<file path="src/hw/rtl/tldr_pkg.sv">
package tldr_pkg;

    localparam int VERTEX_COUNT = 65536;
    localparam int VTX_W = 16;
    localparam int ADDR_W = $clog2(VERTEX_COUNT);
    localparam int TIME_W = 31;
    localparam int STORE_W = 32;
    localparam int CFG_IDX_W = 2;

    localparam logic signed [STORE_W-1:0] UNSET_TIME = -(32'sh7FFFFFFF / 2);

    localparam logic [1:0] KIND_BEGIN = 2'd0;
    localparam logic [1:0] KIND_RELAX = 2'd1;
    localparam logic [1:0] KIND_CLEAR = 2'd2;
    localparam logic [1:0] KIND_READ  = 2'd3;

    localparam logic [CFG_IDX_W-1:0] CFG_TARGET       = 2'd0;
    localparam logic [CFG_IDX_W-1:0] CFG_WINDOW_START = 2'd1;
    localparam logic [CFG_IDX_W-1:0] CFG_WINDOW_END   = 2'd2;

    typedef struct packed {
        logic capture;
        logic sweep;
        logic load_target;
        logic eval;
    } cmd_t;

    typedef struct packed {
        logic sweep_last;
    } status_t;

endpackage

</file>
<file path="src/hw/rtl/tldr_ctrl.sv">
module tldr_ctrl (
    input  logic                clk,
    input  logic                rst_n,
    input  logic                start,
    input  logic [1:0]          kind,
    input  tldr_pkg::status_t   status,
    output tldr_pkg::cmd_t      cmd,
    output logic                busy,
    output logic                done
);

    typedef enum logic [2:0] {
        ST_IDLE  = 3'b001,
        ST_SWEEP = 3'b010,
        ST_EVAL  = 3'b100
    } state_t;

    state_t state_reg;
    state_t state_next;
    logic   load_target_reg;
    logic   load_target_next;
    logic   done_reg;
    logic   done_next;

    always_comb
    begin
        state_next = state_reg;
        load_target_next = load_target_reg;
        done_next = 1'b0;
        cmd = '0;
        cmd.load_target = load_target_reg;
        unique case (state_reg)
            ST_IDLE:
            begin
                if (start)
                begin
                    cmd.capture = 1'b1;
                    if (kind == tldr_pkg::KIND_BEGIN)
                    begin
                        state_next = ST_SWEEP;
                        load_target_next = 1'b1;
                    end
                    else
                    begin
                        state_next = ST_EVAL;
                    end
                end
            end
            ST_SWEEP:
            begin
                cmd.sweep = 1'b1;
                if (status.sweep_last)
                begin
                    state_next = ST_IDLE;
                    done_next = load_target_reg;
                end
            end
            ST_EVAL:
            begin
                cmd.eval = 1'b1;
                done_next = 1'b1;
                state_next = ST_IDLE;
            end
            default:
            begin
                state_next = ST_IDLE;
            end
        endcase
    end

    always_ff @(posedge clk or negedge rst_n)
    begin
        if (!rst_n)
        begin
            state_reg <= ST_SWEEP;
            load_target_reg <= 1'b0;
            done_reg <= 1'b0;
        end
        else
        begin
            state_reg <= state_next;
            load_target_reg <= load_target_next;
            done_reg <= done_next;
        end
    end

    assign busy = (state_reg != ST_IDLE);
    assign done = done_reg;

endmodule

</file>
<file path="config.mk">
export PLATFORM = sky130hd
export DESIGN_NAME = tldr_ctrl
export DESIGN_NICKNAME = d
export VERILOG_FILES = /design/src/hw/rtl/tldr_pkg.sv /design/src/hw/rtl/tldr_ctrl.sv
export SDC_FILE = /design/constraint.sdc
export NUM_CORES = 1
export LEC_CHECK = 0
export ABC_AREA = 1
export BUFFER_PORTS_ARGS = -buffer_cell sky130_fd_sc_hd__buf_4
export CAP_MARGIN = 5
export CORE_AREA = 2 2 39 41
export DETAILED_ROUTE_END_ITERATION = 6
export DIE_AREA = 0 0 41 43
export REMOVE_ABC_BUFFERS = 1
export SETUP_SLACK_MARGIN = 0.15
export SLEW_MARGIN = 20
export SYNTH_ARGS = -nofsm -noshare
export SYNTH_HDL_FRONTEND = slang
export SYNTH_SLANG_ARGS = --single-unit
</file>
<file path="constraint.sdc">
create_clock -name clk -period 1.2 [get_ports clk]
set_clock_uncertainty 0.05 [all_clocks]
set_input_delay 0.12 -clock clk [delete_from_list [all_inputs] [get_ports clk]]
set_output_delay 0.12 -clock clk [all_outputs]
set_load 0.005 [all_outputs]
</file>
==> results of run 1 <==
-- layer usage --
layer  vias to the layer above  track usage [%]
met5                         -                0
met4                         0             10.0
met3                         2             3.14
met2                         5             12.8
met1                       117             6.84
li1                        134                -
-- power by group through the flow --
stage	registers (mW)	logic [mW]	clock network, mW
after floorplan	0.197	0.0442	0
after global placement	0.197	0.0922	0
after detailed placement	0.198	0.0933	0
after CTS	0.195	0.147	0.203
after global routing	0.196	0.179	0.218
final	0.195	0.161	0.194
-- synthesized netlist by cell type (all sizes together) --
cell type	instances	share of area [%]
nand4	1	4.9
nor3	2	5.9
nand2	5	7.4
nor2	3	5.4
inv	11	16
dfrtp	4	39
dfstp	1	10
nand3	3	5.9
o21ai	1	2.0
buf	1	2.9
-- logic make-up (layout without fill, tap and decap cells) --
| family | Yosys count | count (layout) | synth area share [%] |
|---|---|---|---|
| buf+inv | 12 | 32 | 19.1 |
| simple gates | 14 | 14 | 29.4 |
| compound gates | 1 | 1 | 1.96 |
| flops | 5 | 5 | 49.5 |
-- path summary, 6_finish.rpt --
path	end	slack (ns)	cells after the start
worst max register to register	state_reg[0]$_DFFE_PN0P_	0.01	6
max in group asynchronous	state_reg[1]$_DFFE_PN1P_	0.75	2
worst max-delay path	cmd[3]	-0.05	4
worst min-delay path	state_reg[2]$_DFFE_PN0P_	0.07	3
worst min register to register	load_target_reg$_DFFE_PN0P_	0.45	2
min in group asynchronous	state_reg[0]$_DFFE_PN0P_	0.16	2
-- worst min-delay path, stage by stage --
cell and delay [ns]:
sky130_fd_sc_hd__buf_4 0.08, sky130_fd_sc_hd__nor2_1 0.03, sky130_fd_sc_hd__nor2_1 0.09
-- timing repair --
item,in CTS,in global routing
pin swaps,2,3
hold buffers,1,0
hold endpoints to repair,5,0
gates resized for setup,11,4
endpoints found under the setup margin,4,7
setup buffers,4,1
gates cloned,0,0
-- through the flow --
step	instances	area, µm²	TNS, ns	hold WS (ns)	worst slack (ns)
finish	68	477	-0.115	0.0682	-0.0466
CTS	67	449	-0.124	0.0640	-0.0538
global placement	58	350	0	-0.128	0.189
detailed placement	58	350	0	-0.127	0.180
floorplan	31	248	0	-0.226	0.233
global route	68	477	-0.363	0.0765	-0.0924
-- final cells by class --
cell class | count | share of cell area, %
timing repair buffer | 17 | 29.7
sequential | 5 | 26.5
multi-input combinational | 15 | 24.9
inverter | 11 | 9.19
clock buffer | 4 | 5.51
tap | 16 | 4.20
==> impl_metrics.yaml, run 1 <==
logic_synthesis:
  synth.ff_latch_count: 5
  synth_seq_area_share_pct: 49.5
  synth_cells: 32
  cell_area_after_synthesis_um2: 255
  yosys.cell_types.count: 13
  avgSynthCellArea_um2: 7.98
  yosys_synthesis_warning_count: 0
pwr:
  total_switching_power_mw: 0.152
  cell_internal_pwr_mw: 0.399
  fin_total_pwr_mw: 0.551
  power-per-cell-area_nw_per_um2: 1150
  max_vdd_drop_uv: 388
  comb_power_share_pct: 29.3
  power.share.switching_pct: 27.6
  clock_network_fraction_of_total_power_pct: 35.2
  p_leak_nw: 0.254
  pwr-share-seq_pct: 35.5
setup_path:
  start_kind: "flop"
  slowest_cell_on_crit_path: "sky130_fd_sc_hd__dfstp_2"
  timing.critical_path.slowest_cell_delay_ns: 0.57
  critical_path.reg2reg.startpoint: "state_reg[1]$_DFFE_PN1P_"
  cp-end-kind: "output pin"
  worst-path-buf-inv: 3
  timing_worst_setup_path_type: "reg2out"
  worstPathCellList: "inv_4 > nand4_4 > inv_2 > buf_6"
  crit_fanout: 3
  crit_family: "flip-flops"
  critPathArrivalTime_ns: 1.08
  worst_ep_required_time_ns: 1.03
  crit_start: "state_reg[1]$_DFFE_PN1P_"
layout:
  layout.area.seq_um2: 126
  layout.nets: 59
  antenna_cells: 0
  n_fill_cell: 137
  layout-area-overhead-vs-synth_pct: 86.8
  final_common_cell: "sky130_fd_sc_hd__buf_4"
  final_core_utilization_pct: 34.4
  mostFrequentLayoutCells: "sky130_fd_sc_hd__buf_4, sky130_fd_sc_hd__inv_2, sky130_fd_sc_hd__inv_1"
  area_of_combinational_cells_with_multiple_inputs_um2: 119
  layout-drive-gt1-share_pct: 63.5
  flip_flop_count_of_the_largest_register_after_layout: 3
timing:
  finalWorstSetupSlack_ns: -0.0466
  report.final.slew_viol_count: 0
  unrepaired_setup_endpoints_after_global_routing: "yes"
  timing_worst_slew_pin_value_ns: 0.226
  fin_crit_ns: 1.25
  timing.slew.headroom_pct: 84.8
  max_freq_mhz: 802
  final.period_utilization_pct: 104
  final_report_setup_violation_count: 4
  final_hold_viols: 0
clock_network:
  cts_buffer_depth: 2
  cts_max_level: 1
  clk-insertion-delay-late_ns: 0.24
  root_buffer: "sky130_fd_sc_hd__clkbuf_4"
  tritoncts.num_buffers: 3
  cts_sinks: 5
  cts_tree: "done"
  clk_pin_slew_ns: 0.04
run_status:
  failed_checks: "setup timing"
  run_status: "finished with violations"
die:
  placeableCoreArea_um2: 1380
  ioPinCount: 12
  die_w_um: 41
  die_y_um: 43
  die_outline_area_um2: 1760
  std_cell_rows: 14
  floorplan.initialDensity_pct: 18.4
detailed_routing:
  vias: 258
  first_pass_iters: 1
  highest_layer: "met4"
  routed_wire_length_per_instance_um: 8.69
  route.detailed.drc: 0
  avgViaCountPerCell: 3.79
  drt_wl_total_um: 591
  first_iter_violations: 0
  wl_met2_um: 363
  detail-route-antenna-nets: 0
  wirelength_met1_um: 182
  route.met3.wl_um: 34
placed_design:
  port_buffers: 11
  final_estimated_routing_congestion_in_global_placement: 0.627
  dp_hpwl_um: 395
global_route:
  first_global_vias: 242
  grt_start_max_net_pins: 6
  track_usage_pct: 8.37
  initial_antenna_violation_count: 0
  grt.overflow.total: 0
  grt_pass1_wl_um: 897
min_path:
  hold_path_startpoint: "kind[0]"
  type_of_the_most_critical_hold_path: "in2reg"
flow_run:
  timing.max_cap.violations: 0
(Power assumes the default switching activity.)
==> run 2: changes to the inputs <==
==> constraint.sdc (replaced) <==
create_clock -name clk -period 1.2 [get_ports clk]
set_clock_uncertainty 0.05 [all_clocks]
set_input_delay 0.24 -clock clk [delete_from_list [all_inputs] [get_ports clk]]
set_output_delay 0.24 -clock clk [all_outputs]
set_load 0.005 [all_outputs]
==> run 2 against run 1 <==
The flow still finishes with violations (setup timing). Via count down 2.3%. Global-route usage decreased by 0.69 points. Total power shrank 6.3%. Die area unchanged. First-iteration DRC count unchanged. Sequential power about the same. Count of clock-buffer cells in the layout is the same. Setup slack got worse by 0.10 ns. Sequential cell count unchanged. Fmax shrank 7.7%. Non-clock buffer count fell by 1. Critical path type unchanged. Critical endpoint unchanged.
==> impl_metrics.yaml, run 2 (synthesis results as in run 1) <==
run_status:
  run_status: "finished with violations"
  failed_checks: "setup timing"
layout:
  layout.nets: 58
  layout-area-overhead-vs-synth_pct: 75.0
  mostFrequentLayoutCells: "sky130_fd_sc_hd__buf_4, sky130_fd_sc_hd__inv_1, sky130_fd_sc_hd__nand2_1"
  flip_flop_count_of_the_largest_register_after_layout: 3
  layout-drive-gt1-share_pct: 54.9
  final_common_cell: "sky130_fd_sc_hd__buf_4"
  finalInstanceArea_um2: 447
  antenna_cells: 0
setup_path:
  critPathArrivalTime_ns: 1.06
  worst_ep_required_time_ns: 0.91
  crit_fanout: 3
  worst-path-buf-inv: 3
  timing.critical_path.slowest_cell_delay_ns: 0.55
  most_prevalent_standard_cell_on_the_critical_path: "sky130_fd_sc_hd__inv_2"
  slowest_cell_on_crit_path: "sky130_fd_sc_hd__dfstp_2"
  critical_path_depth: 4
  worstPathCellList: "inv_2 > nand4_2 > inv_2 > buf_6"
  crit_family: "flip-flops"
  timing_worst_setup_path_type: "reg2out"
  reg2regPathDepth: 6
  cp-end-kind: "output pin"
  start_kind: "flop"
clock_network:
  tritoncts.num_buffers: 3
  cts_tree: "done"
  clk_pin_slew_ns: 0.04
  cts_buffer_depth: 2
  root_buffer: "sky130_fd_sc_hd__clkbuf_4"
  cts_sinks: 5
  clk-insertion-delay-late_ns: 0.24
  cts_max_level: 1
pwr:
  power.share.switching_pct: 25.9
  max_vdd_drop_uv: 329
  total_switching_power_mw: 0.134
  p_leak_nw: 0.254
  cell_internal_pwr_mw: 0.382
  pwr-share-seq_pct: 38.0
  fin_total_pwr_mw: 0.516
  comb_power_share_pct: 24.8
  power-per-cell-area_nw_per_um2: 1150
  clock_network_fraction_of_total_power_pct: 37.2
detailed_routing:
  vias: 252
  avgViaCountPerCell: 3.76
  first_iter_violations: 0
  detail-route-antenna-nets: 0
  routed_wire_length_per_instance_um: 8.07
  route.detailed.drc: 0
  drt_wl_total_um: 541
  first_pass_iters: 1
global_route:
  grt_pass1_wl_um: 821
  grt_start_max_net_pins: 6
  initial_antenna_violation_count: 0
  grt.overflow.total: 0
  track_usage_pct: 7.68
  first_global_vias: 249
timing:
  max_freq_mhz: 740
  final_report_setup_violation_count: 4
  final_hold_viols: 0
  final.period_utilization_pct: 113
  report.final.slew_viol_count: 0
  unrepaired_setup_endpoints_after_global_routing: "yes"
  timing.slew.headroom_pct: 89.1
  fin_crit_ns: 1.35
  timing_worst_slew_pin_value_ns: 0.162
  finalWorstSetupSlack_ns: -0.151
  hold_slack_ns: 0.195
min_path:
  min_delay_path_depth: 3
  type_of_the_most_critical_hold_path: "in2reg"
die:
  ioPinCount: 12
  placeableCoreArea_um2: 1380
  std_cell_rows: 14
  die_y_um: 43
  die_outline_area_um2: 1760
  die_w_um: 41
  floorplan.initialDensity_pct: 18.4
placed_design:
  placed_area_um2: 358
  pre_cts_slack_ns: 0.0750
  final_estimated_routing_congestion_in_global_placement: 0.636
  port_buffers: 11
  dp_hpwl_um: 432
flow_run:
  timing.max_cap.violations: 0
[run 2: cell count changes in the layout (fill, tap and decap cells not counted), sizes merged]
cell	previous run	this run
buf	16	15
[run 2: final cells by class]
cell class              instances  area (µm²)
flip-flops and latches          5         126
well taps                      16        20.0
repair buffers                 16         138
clock buffers                   4        26.3
inverters                      11        41.3
fillers                       146         937
multi-input cells              15        95.1
[run 2: tightest hold or removal path, stage by stage]
cell                     delay, ns
sky130_fd_sc_hd__buf_4        0.08
sky130_fd_sc_hd__nor2_1       0.03
sky130_fd_sc_hd__nor2_1       0.09
[run 2: routing by layer]
| layer | track usage, % | routed length, µm | up-vias |
|---|---|---|---|
| met5 | 0 | 0 | - |
| met3 | 3.14 | 22 | 0 |
| met2 | 10.6 | 345 | 3 |
| met4 | 10.0 | 0 | 0 |
| li1 | - | - | 131 |
| met1 | 6.89 | 173 | 118 |
[run 2: metrics by stage]
step	utilization [%]	setup TNS, ns	std cells
finish	32.3	-0.547	67
global route	32.3	-0.800	67
CTS	31.6	-0.627	67
detailed placement	25.9	0	59
global placement	25.9	0	59
floorplan	-	0	31
[run 2: path summary, 6_finish.rpt]
kind / from / endpoint / slack, ns
worst max-delay path: state_reg[1]$_DFFE_PN1P_ / cmd[3] / -0.15
worst min-delay path: kind[0] / state_reg[2]$_DFFE_PN0P_ / 0.20
worst max register to register: state_reg[1]$_DFFE_PN1P_ / state_reg[0]$_DFFE_PN0P_ / 0.06
worst min register to register: state_reg[0]$_DFFE_PN0P_ / state_reg[1]$_DFFE_PN1P_ / 0.52
max in group asynchronous: rst_n / state_reg[1]$_DFFE_PN1P_ / 0.61
min in group asynchronous: rst_n / state_reg[2]$_DFFE_PN0P_ / 0.29
[run 2: power groups by stage]
stage / combinational, mW / clock (mW) / sequential (mW)
detailed placement: 0.0999 / 0 / 0.198
global placement: 0.0984 / 0 / 0.197
finish: 0.128 / 0.192 / 0.196
floorplan: 0.0442 / 0 / 0.197
CTS: 0.124 / 0.206 / 0.196
global route: 0.145 / 0.208 / 0.197
[run 2: what timing repair did]
item | 4_1_cts | 5_1_grt
hold buffers | 1 | 0
buffers inserted | 3 | 0
hold endpoints to repair | 5 | 0
endpoints found under the setup margin | 5 | 7
pin swaps | 1 | 1
gates resized for setup | 6 | 3
